## src/rtl/kaf_pkg.sv

```systemverilog
// Package with the word types, register indexes and key codes of the key event filter.
`default_nettype none

package kaf_pkg;

  // Highest key code that the filter accepts.
  localparam logic [9:0] MAX_KEY = 10'd767;

  // Event type of a key event and key values.
  localparam logic [15:0] EV_KEY     = 16'd1;
  localparam logic [1:0]  VAL_RELEASE = 2'd0;
  localparam logic [1:0]  VAL_PRESS   = 2'd1;

  // Modifier key codes.
  localparam logic [9:0] CTRL_LEFT   = 10'd29;
  localparam logic [9:0] CTRL_RIGHT  = 10'd97;
  localparam logic [9:0] SHIFT_LEFT  = 10'd42;
  localparam logic [9:0] SHIFT_RIGHT = 10'd54;
  localparam logic [9:0] ALT_LEFT    = 10'd56;
  localparam logic [9:0] ALT_RIGHT   = 10'd100;
  localparam logic [9:0] META_LEFT   = 10'd125;
  localparam logic [9:0] META_RIGHT  = 10'd126;

  localparam logic [15:0] SAT16 = 16'hFFFF;

  // Configuration register indexes.
  typedef enum logic [2:0] {
    CFG_MIN_CODE          = 3'd0,
    CFG_MOD_CAPTURE       = 3'd1,
    CFG_REPEAT_WINDOW_MS  = 3'd2,
    CFG_AUTOREPEAT_ON     = 3'd3,
    CFG_AUTOREPEAT_DELAY  = 3'd4,
    CFG_AUTOREPEAT_PERIOD = 3'd5
  } cfg_reg_t;

  typedef struct packed {
    logic        action;
    logic [15:0] event_type;
    logic [15:0] keycode;
    logic [1:0]  key_value;
  } item_t;

  typedef struct packed {
    logic [9:0]  out_code;
    logic [15:0] repeat_count;
    logic        ctrl_held;
    logic        shift_held;
    logic        alt_held;
    logic        meta_held;
    logic        synthetic;
  } result_t;

endpackage

`default_nettype wire

```

## src/rtl/key_event_autorepeat_filter.sv

```systemverilog
// Key event filter with repeat counting and software autorepeat, top level.
`default_nettype none

// Channel   | Signals                           | Meaning
// ----------+-----------------------------------+-------------------------------------
// item      | item_valid, item_ready, item      | key event or millisecond tick word
// result    | result_valid, result_ready, result| emitted key word with flags
// config    | cfg_we, cfg_index, cfg_data       | register write, no wait, no read-back
//
// An accepted word is held in an input register and evaluated there against the
// filter state once the result register can take a word. Any result is loaded
// into it. One word per cycle is sustained while that register can take words.
// The input register keeps taking words while a result waits, as long as the
// result register is free or being emptied in the same cycle.
// Synchronous active-high reset clears all filter state and loads the register
// defaults (minimum code 88, delay 250 ms, period 33 ms, everything else zero).

module key_event_autorepeat_filter (
  input  wire logic            clk,
  input  wire logic            rst,
  input  wire logic            item_valid,
  output logic                 item_ready,
  input  wire kaf_pkg::item_t  item,
  output logic                 result_valid,
  input  wire logic            result_ready,
  output kaf_pkg::result_t     result,
  input  wire logic            cfg_we,
  input  wire logic [2:0]      cfg_index,
  input  wire logic [15:0]     cfg_data
);

  // Configuration registers.
  logic [9:0]  min_code;
  logic        mod_capture;
  logic [15:0] repeat_window_ms;
  logic        autorepeat_on;
  logic [15:0] rpt_delay;
  logic [15:0] rpt_period;

  // Filter state.
  logic        ctrl_flag, shift_flag, alt_flag, meta_flag;
  logic        ctrl_flag_next, shift_flag_next, alt_flag_next, meta_flag_next;
  logic [9:0]  last_code, last_code_next;
  logic [15:0] since_last_ms, since_last_ms_next;
  logic [15:0] press_repeats, press_repeats_next;
  logic [9:0]  armed_code, armed_code_next;
  logic [15:0] ms_to_fire, ms_to_fire_next;

  // Input register.
  logic            item_held;
  kaf_pkg::item_t  item_q;

  // Evaluation results.
  logic              proc_fire;
  logic              emit;
  kaf_pkg::result_t  result_next;

  // Helper decodes.
  logic        key_ok;
  logic [9:0]  code10;
  logic        is_ctrl, is_shift, is_alt, is_meta, held;

  // The evaluation stage moves only when the result register can take a word.
  assign proc_fire  = item_held && (!result_valid || result_ready);
  assign item_ready = !item_held || proc_fire;

  always_ff @(posedge clk) begin
    if (rst) begin
      min_code         <= 10'd88;
      mod_capture      <= 1'b0;
      repeat_window_ms <= 16'd0;
      autorepeat_on    <= 1'b0;
      rpt_delay        <= 16'd250;
      rpt_period       <= 16'd33;
    end else if (cfg_we) begin
      unique case (cfg_index)
        kaf_pkg::CFG_MIN_CODE:          min_code         <= cfg_data[9:0];
        kaf_pkg::CFG_MOD_CAPTURE:       mod_capture      <= cfg_data[0];
        kaf_pkg::CFG_REPEAT_WINDOW_MS:  repeat_window_ms <= cfg_data;
        kaf_pkg::CFG_AUTOREPEAT_ON:     autorepeat_on    <= cfg_data[0];
        kaf_pkg::CFG_AUTOREPEAT_DELAY:  rpt_delay        <= cfg_data;
        kaf_pkg::CFG_AUTOREPEAT_PERIOD: rpt_period       <= cfg_data;
        default: ;
      endcase
    end
  end

  always_ff @(posedge clk) begin
    if (rst) begin
      item_held <= 1'b0;
    end else if (item_ready) begin
      item_held <= item_valid;
    end
  end

  always_ff @(posedge clk) begin
    if (item_valid && item_ready) begin
      item_q <= item;
    end
  end

  // Key code decode. The low ten bits are only used once the full code is
  // known to lie within the accepted range.
  assign code10 = item_q.keycode[9:0];
  assign key_ok = (item_q.event_type == kaf_pkg::EV_KEY) &&
                  (item_q.keycode <= {6'd0, kaf_pkg::MAX_KEY}) &&
                  (item_q.keycode >= {6'd0, min_code});
  assign is_ctrl  = (code10 == kaf_pkg::CTRL_LEFT)  || (code10 == kaf_pkg::CTRL_RIGHT);
  assign is_shift = (code10 == kaf_pkg::SHIFT_LEFT) || (code10 == kaf_pkg::SHIFT_RIGHT);
  assign is_alt   = (code10 == kaf_pkg::ALT_LEFT)   || (code10 == kaf_pkg::ALT_RIGHT);
  assign is_meta  = (code10 == kaf_pkg::META_LEFT)  || (code10 == kaf_pkg::META_RIGHT);
  assign held     = (item_q.key_value != kaf_pkg::VAL_RELEASE);

  // Next filter state and the result word for the word in the input register.
  always_comb begin
    ctrl_flag_next     = ctrl_flag;
    shift_flag_next    = shift_flag;
    alt_flag_next      = alt_flag;
    meta_flag_next     = meta_flag;
    last_code_next     = last_code;
    since_last_ms_next = since_last_ms;
    press_repeats_next = press_repeats;
    armed_code_next    = armed_code;
    ms_to_fire_next    = ms_to_fire;
    emit               = 1'b0;
    result_next.out_code  = code10;
    result_next.synthetic = 1'b0;

    if (item_q.action) begin
      // Millisecond tick: age the last emission, then run the repeat timer.
      if (since_last_ms != kaf_pkg::SAT16) begin
        since_last_ms_next = since_last_ms + 16'd1;
      end
      if (autorepeat_on && (armed_code != 10'd0)) begin
        if (ms_to_fire <= 16'd1) begin
          ms_to_fire_next       = rpt_period;
          emit                  = 1'b1;
          result_next.out_code  = armed_code;
          result_next.synthetic = 1'b1;
        end else begin
          ms_to_fire_next = ms_to_fire - 16'd1;
        end
      end
    end else if (key_ok) begin
      if (mod_capture && (is_ctrl || is_shift || is_alt || is_meta)) begin
        // Captured modifiers only update their flag.
        if (is_ctrl) begin
          ctrl_flag_next = held;
        end else if (is_shift) begin
          shift_flag_next = held;
        end else if (is_alt) begin
          alt_flag_next = held;
        end else begin
          meta_flag_next = held;
        end
      end else begin
        if (autorepeat_on) begin
          if (item_q.key_value == kaf_pkg::VAL_PRESS) begin
            armed_code_next = code10;
            ms_to_fire_next = rpt_delay;
          end else if (code10 == armed_code) begin
            armed_code_next = 10'd0;
          end
        end
        if (held) begin
          // Same code again inside the window counts as a repeat.
          if ((code10 == last_code) && (since_last_ms < repeat_window_ms)) begin
            if (press_repeats != kaf_pkg::SAT16) begin
              press_repeats_next = press_repeats + 16'd1;
            end
          end else begin
            press_repeats_next = 16'd0;
          end
          last_code_next     = code10;
          since_last_ms_next = 16'd0;
          emit               = 1'b1;
        end
      end
    end

    result_next.repeat_count = press_repeats_next;
    result_next.ctrl_held    = ctrl_flag_next;
    result_next.shift_held   = shift_flag_next;
    result_next.alt_held     = alt_flag_next;
    result_next.meta_held    = meta_flag_next;
  end

  always_ff @(posedge clk) begin
    if (rst) begin
      ctrl_flag     <= 1'b0;
      shift_flag    <= 1'b0;
      alt_flag      <= 1'b0;
      meta_flag     <= 1'b0;
      last_code     <= 10'd0;
      since_last_ms <= 16'd0;
      press_repeats <= 16'd0;
      armed_code    <= 10'd0;
      ms_to_fire    <= 16'd0;
    end else if (proc_fire) begin
      ctrl_flag     <= ctrl_flag_next;
      shift_flag    <= shift_flag_next;
      alt_flag      <= alt_flag_next;
      meta_flag     <= meta_flag_next;
      last_code     <= last_code_next;
      since_last_ms <= since_last_ms_next;
      press_repeats <= press_repeats_next;
      armed_code    <= armed_code_next;
      ms_to_fire    <= ms_to_fire_next;
    end
  end

  // Result register.
  always_ff @(posedge clk) begin
    if (rst) begin
      result_valid <= 1'b0;
    end else if (proc_fire && emit) begin
      result_valid <= 1'b1;
    end else if (result_ready) begin
      result_valid <= 1'b0;
    end
  end

  always_ff @(posedge clk) begin
    if (proc_fire && emit) begin
      result <= result_next;
    end
  end

endmodule

`default_nettype wire
```

## config.mk

```make
export PLATFORM = sky130hd
export DESIGN_NAME = key_event_autorepeat_filter
export DESIGN_NICKNAME = d
export VERILOG_FILES = /design/src/rtl/kaf_pkg.sv /design/src/rtl/key_event_autorepeat_filter.sv
export SDC_FILE = /design/constraint.sdc
export NUM_CORES = 1
export LEC_CHECK = 0
export BUFFER_PORTS_ARGS = -buffer_cell sky130_fd_sc_hd__buf_2
export CAP_MARGIN = 20
export CORE_MARGIN = 2
export CORE_UTILIZATION = 54
export CTS_CLUSTER_DIAMETER = 200
export DETAILED_ROUTE_END_ITERATION = 12
export GPL_ROUTABILITY_DRIVEN = 0
export GPL_TIMING_DRIVEN = 0
export PLACE_DENSITY = 0.77
export SYNTH_ARGS = -nofsm -noshare
export SYNTH_HDL_FRONTEND = slang
export SYNTH_SLANG_ARGS = --single-unit
```

## constraint.sdc

```tcl
create_clock -name clk -period 4.18 [get_ports clk]
set_input_delay 0.418 -clock clk [delete_from_list [all_inputs] [get_ports clk]]
set_output_delay 0.418 -clock clk [all_outputs]
set_load 0.02 [all_outputs]
```

==> reports/metrics.cfg, run 1 <==
[synthesis]
synth-compound-area-share_pct=13.0
yosys.area_share.simple_pct=23.3
synth_top_area_share_pct=27.7
yosys.area.top_type=dfxtp_1
synth.most_common_cell=nand2_1
synth_common_cells=nand2_1 (212), dfxtp_1 (134), nor2_1 (88)
synthAdderAreaFrac_pct=3.74
ys.flop_type=dfxtp_1
ys_seq_elements=200
synth_xor_area_share_pct=4.43
synthArstFlopShare_pct=0
yosysUniqueCellTypes=71
synth_fp_nets=1161
synth_top_family_by_area=simple AND/OR/NAND/NOR gates
synth_mux_area_share_pct=3.33
synthCells=1073
synthTopCellsByArea=dfxtp_1 (28%), edfxtp_1 (20%), nand2_1 (8.2%)
avgSynthCellArea_um2=9.04
ys_seq_area_share_pct=48.1
synth_edf_count=66
syn_area_um2=9700
ys.warnings.count=0

[grt]
gr-max-usage-layer=met2
met3_usage_pct=5.47
grt_util_met2_pct=40.1
grt_max_degree=36
grt-ovfl-total=0
grt_use_met1_pct=36.3
grt_first_pass_wirelength_um=39800
grt_pass1_vias=7873
grt_usage_pct=26.0
antenna_found_initial=0

[floorplan]
dieWidth_um=138
coreArea_um2=17800
ios=92
placementRows=49
dieArea_um2=19000
die_y_um=138
start_util_pct=54.5

[worst_setup_path]
cp_slowest_cell=a21oi_4
reg2reg_depth=8
crit_path_max_incr_delay_ns=0.81
r2r-end=result[12]
start_kind=register
crit_chain=ha_1 -> and4bb_2 -> nand2_1 -> o31ai_1 -> o211ai_1 -> nor2_1 -> nand2_1 -> a21oi_4
reg2reg_slack_ns=0.17
path_class=reg -> reg
end_kind=register
crit_buf_inv=0
crit_fanout=31
critPathLaunch=code10[9]
timing.rr.start=code10[9]
cp.required_ns=4.25
critPathTopFamily=compound AO/OA/AOI/OAI gates
cp_common_cell=nand2_1
cp-endpoint=result[12]
cp.depth=8
crit_arrival_ns=4.08

[layout]
fin_nets=1271
diodes=0
area_delta_synth_final_pct=13.5
drive_above_1_share_pct=13.6
fill_cells=1546

[drt]
wl_um=24400
route.detailed.drc=0
ant_nets=0
drt_iter0_drc=767
wire_per_inst_um=17.1
drt_pass1_iterations=6
dr_total_vias=8335
vias_per_cell=5.85

[cts]
cts_tree=done
clk_path_buf_depth=2
cts_setup_buffers=0
cts_sinks=200
cts_root_buffer=clkbuf_16
cts_resized=0
ctsHtreeMaxLevel=4
cts_buffers=17
holdBufCountCts=0
clock_latency_ns=0.45
clkTransAtPathRegs_ns=0.08

[outcome]
status=completed

[timing]
period_needed_ns=4.01
hold_ws_ns=0.136
fin_skew_ns=0.0118
rsz0062_at_grt=no
fin_ws_ns=0.170
setup_viol=0
max_freq_mhz=249
worst_pin_slew_ns=0.976
drv_slew=0
relSlewSlack_pct=34.8
hold_viol=0
tns_ns=0
finalCritPeriodShare_pct=95.9

[pwr]
p_per_area_nw_per_um2=352
total_power_w=0.00388
p_leak_nw=3.92
peakVddDrop_v=0.000295

[job]
cap_viol_max_count=0

[placed_design]
dp_hpwl_um=17900
place_ws_ns=0.261
portBuffers=90

[hold_path]
hold_path_class=in -> reg

cell usage in the layout (no fill, tap or decap), drive strengths merged, types with 30 or more instances in the layout:
cell,instances
nand2,212
dfxtp,134
buf,110
nor2,89
a21oi,76
edfxtp,66
clkbuf,58
inv,47
xnor2,37
mux2i,30
o21ai,30
metrics by stage:
step | cells | utilization (%) | instance area (um2)
final | 1425 | 61.9 | 11000
after global routing | 1425 | 61.9 | 11000
after CTS | 1424 | 61.9 | 11000
after detailed placement | 1392 | 58.8 | 10400
after global placement | 1392 | 58.7 | 10400
after floorplan | 1073 | - | 9700
worst min path at each step:
stage | start | to | slack [ns] | cells after the start
5_1_grt | item[22] | item_q[22] | 0.13 | 1
2_1_floorplan | rpt_delay[2] | rpt_delay[2] | 0.44 | 2
4_1_cts | item[34] | item_q[34] | 0.13 | 1
6_report | item[34] | item_q[34] | 0.14 | 1
3_5_place_dp | rpt_period[2] | rpt_period[2] | 0.45 | 2
3_3_place_gp | repeat_window_ms[13] | repeat_window_ms[13] | 0.44 | 2
sequential cells by signal, summed over array words and instances (netlist names), 16 cells and up:
register and flops:
result 31, item_q 25, ms_to_fire 16, press_repeats 16
repeat_window_ms 16, rpt_delay 16, rpt_period 16, since_last_ms 16
routing by layer:
layer | up-vias | share of wire [%] | wire length, um
met5 | - | 0 | 0
met4 | 0 | 2.3 | 568
met3 | 47 | 7.2 | 1760
met2 | 337 | 45 | 11100
met1 | 3934 | 45 | 11000
li1 | 4017 | - | -
layout make-up:
class | count | area, um2 | share of cell area [%]
clock inverters | 15 | 133 | 1.20
multi-input cells | 775 | 4650 | 42.2
flip-flops and latches | 200 | 4660 | 42.4
inverters | 38 | 143 | 1.30
repair buffers | 91 | 455 | 4.14
well taps | 229 | 287 | 2.60
clock buffers | 17 | 425 | 3.86
plain buffers | 60 | 256 | 2.33
where the power goes:
part | switching [W] | total (W) | internal, W
Sequential | 0.0000212 | 0.00206 | 0.00204
Combinational | 0.000144 | 0.000226 | 0.0000817
Clock | 0.000807 | 0.00160 | 0.000788
Total | 0.000973 | 0.00388 | 0.00291
kinds of logic (layout without fill, tap and decap cells):
| group | count (synthesis) | count (layout) |
|---|---|---|
| multiplexers | 32 | 32 |
| AND/OR/NAND/NOR | 469 | 469 |
| flip-flops | 200 | 200 |
| adder cells (fa/ha/maj) | 29 | 29 |
| XOR/XNOR | 49 | 49 |
| buffers and inverters | 98 | 221 |
| AO/OA/AOI/OAI | 196 | 196 |
Power figures use the tool's default switching activity.
==> run 2, diff against run 1 <==
--- a/config.mk
+++ b/config.mk
@@ -5,7 +5,7 @@
 export SDC_FILE = /design/constraint.sdc
 export NUM_CORES = 1
 export LEC_CHECK = 0
-export BUFFER_PORTS_ARGS = -buffer_cell sky130_fd_sc_hd__buf_2
+export BUFFER_PORTS_ARGS = -buffer_cell sky130_fd_sc_hd__buf_4
 export CAP_MARGIN = 20
 export CORE_MARGIN = 2
 export CORE_UTILIZATION = 54
==> reports/metrics.cfg, run 2 (synthesis results as in run 1) <==
[timing]
drv_slew=0  ; unchanged
relSlewSlack_pct=42.4  ; +7.7 points
hold_viol=0  ; unchanged
setup_viol=0  ; unchanged
rsz0062_at_grt=no
period_needed_ns=3.94  ; -0.0742 ns
hold_ws_ns=0.142  ; +0.00586 ns
fin_ws_ns=0.245  ; +0.0742 ns
fin_skew_ns=0.0107  ; -0.00117 ns
max_freq_mhz=254  ; +1.9%
tns_ns=0  ; unchanged
worst_pin_slew_ns=0.863  ; -0.113 ns
finalCritPeriodShare_pct=94.1  ; -1.8 points

[grt]
gr-max-usage-layer=met2
grt_usage_pct=26.0  ; +0.070 points
met3_usage_pct=4.71  ; -0.76 points
antenna_found_initial=0  ; unchanged
grt_use_met1_pct=37.2  ; +0.84 points
grt_util_met2_pct=39.8  ; -0.29 points
grt_max_degree=36  ; unchanged
grt-ovfl-total=0  ; unchanged
grt_pass1_vias=7707  ; -2.1%
grt_first_pass_wirelength_um=40200  ; +0.90%

[layout]
utilization_pct=63.6  ; +1.6 points
fin_nets=1272  ; +0.079%
top_register=result
layout_commonest_cell=nand2_1
diodes=0  ; unchanged
reg.largest.list=result: 31 flops, item_q: 25 flops
most-common-layout-cells=nand2_1 (212), dfxtp_1 (134), buf_4 (91), nor2_1 (88), a21oi_1 (75)
regArea_um2=4660  ; unchanged
largest_reg_flops=31  ; unchanged
area_delta_synth_final_pct=16.5
drive_above_1_share_pct=13.7  ; +0.072 points
fill_cells=1560  ; +0.91%
multi_input_area_um2=4660  ; +0.35%

[hold_path]
hold_path_class=in -> reg

[cts]
ctsHtreeMaxLevel=4  ; unchanged
clock_latency_ns=0.44  ; about the same
clkTransAtPathRegs_ns=0.08  ; about the same
cts_sinks=200  ; unchanged
cts_root_buffer=clkbuf_16
clk_path_buf_depth=2  ; unchanged
cts_buffers=17  ; unchanged
cts_tree=done
cts_setup_buffers=0  ; unchanged

[floorplan]
die_y_um=138  ; unchanged
dieWidth_um=138  ; unchanged
placementRows=49  ; unchanged
coreArea_um2=17800  ; unchanged
dieArea_um2=19000  ; unchanged
ios=92  ; unchanged
start_util_pct=54.5  ; unchanged

[worst_setup_path]
crit_arrival_ns=4.01  ; -0.07 ns
end_kind=register
path_class=reg -> reg
cp.required_ns=4.26  ; about the same
start_kind=register
crit_fanout=16  ; -48%

[placed_design]
place_ws_ns=0.237  ; -0.0241 ns
dp_hpwl_um=18000  ; +0.92%
portBuffers=90  ; unchanged

[pwr]
total_power_w=0.00396  ; +2.1%
internal_power_w=0.00295  ; +1.3%
p_leak_nw=4.03  ; +2.9%
p_per_area_nw_per_um2=350  ; -0.54%
p_seq_share_pct=52.0  ; -1.1 points
peakVddDrop_v=0.000319  ; +8.4%
comb_power_share_pct=6.2  ; +0.4 points
power.switching_w=0.00102  ; +4.4%
clock_power_share_pct=41.9  ; +0.8 points
switching_share_pct=25.6  ; +0.56 points

[drt]
dr_total_vias=8263  ; -0.86%
ant_nets=0  ; unchanged
wire_per_inst_um=17.5  ; +2.0%
vias_per_cell=5.79  ; -0.93%
drt_iter0_drc=744  ; -3.0%
wl_um=24900  ; +2.1%
route.detailed.drc=0  ; unchanged
drt_pass1_iterations=5  ; -1

[outcome]
status=completed

[job]
cap_viol_max_count=0  ; unchanged

[run 2: routing by layer]
| metal | part of all wire, % | vias to the layer above |
|---|---|---|
| met5 | 0 | - |
| met4 | 2.6 | 0 |
| met3 | 6.3 | 46 |
| met2 | 46 | 316 |
| met1 | 46 | 3890 |
| li1 | - | 4011 |
[run 2: through the flow]
step	instance area, um2	std cells
6_report	11300	1426
2_1_floorplan	9700	1073
3_5_place_dp	10700	1393
3_3_place_gp	10700	1392
4_1_cts	11300	1425
5_1_grt	11300	1426
[run 2: path summary, 6_finish.rpt]
path,cells after the start,to,startpoint,slack (ns)
min,1,item_q[16],item[16],0.14
min reg2reg,2,repeat_window_ms[11],repeat_window_ms[11],0.46
max reg2reg,8,result[15],code10[9],0.24
max,8,result[15],code10[9],0.24
[run 2: power groups by stage]
stage	Clock [W]	Sequential, W	Combinational (W)
6_report	0.00166	0.00206	0.000244
4_1_cts	0.00167	0.00206	0.000241
2_1_floorplan	0	0.00209	0.000137
5_1_grt	0.00176	0.00206	0.000267
3_3_place_gp	0	0.00210	0.000234
3_5_place_dp	0	0.00210	0.000239
[run 2: final cells by class]
class	count	area share, %
tap	229	2.54
inverter	38	1.26
sequential	200	41.3
clock buffer	17	3.76
clock inverter	15	1.62
timing repair buffer	91	6.02
buffer	60	2.27
multi-input combinational	776	41.3
[run 2: worst max-delay path, stage by stage (launching register included)]
cell and delay (ns):
edfxtp_1 0.43, ha_1 0.34, and4bb_2 0.27, nand2_1 0.07
o31ai_1 0.52, o211ai_1 0.43, nor2_1 0.59, nand2_1 0.30
a21oi_4 0.60
[run 2: what timing repair did]
item                       CTS  global route
hold buffers                 0             0
resized for setup            0             1
setup endpoints to repair    0            31
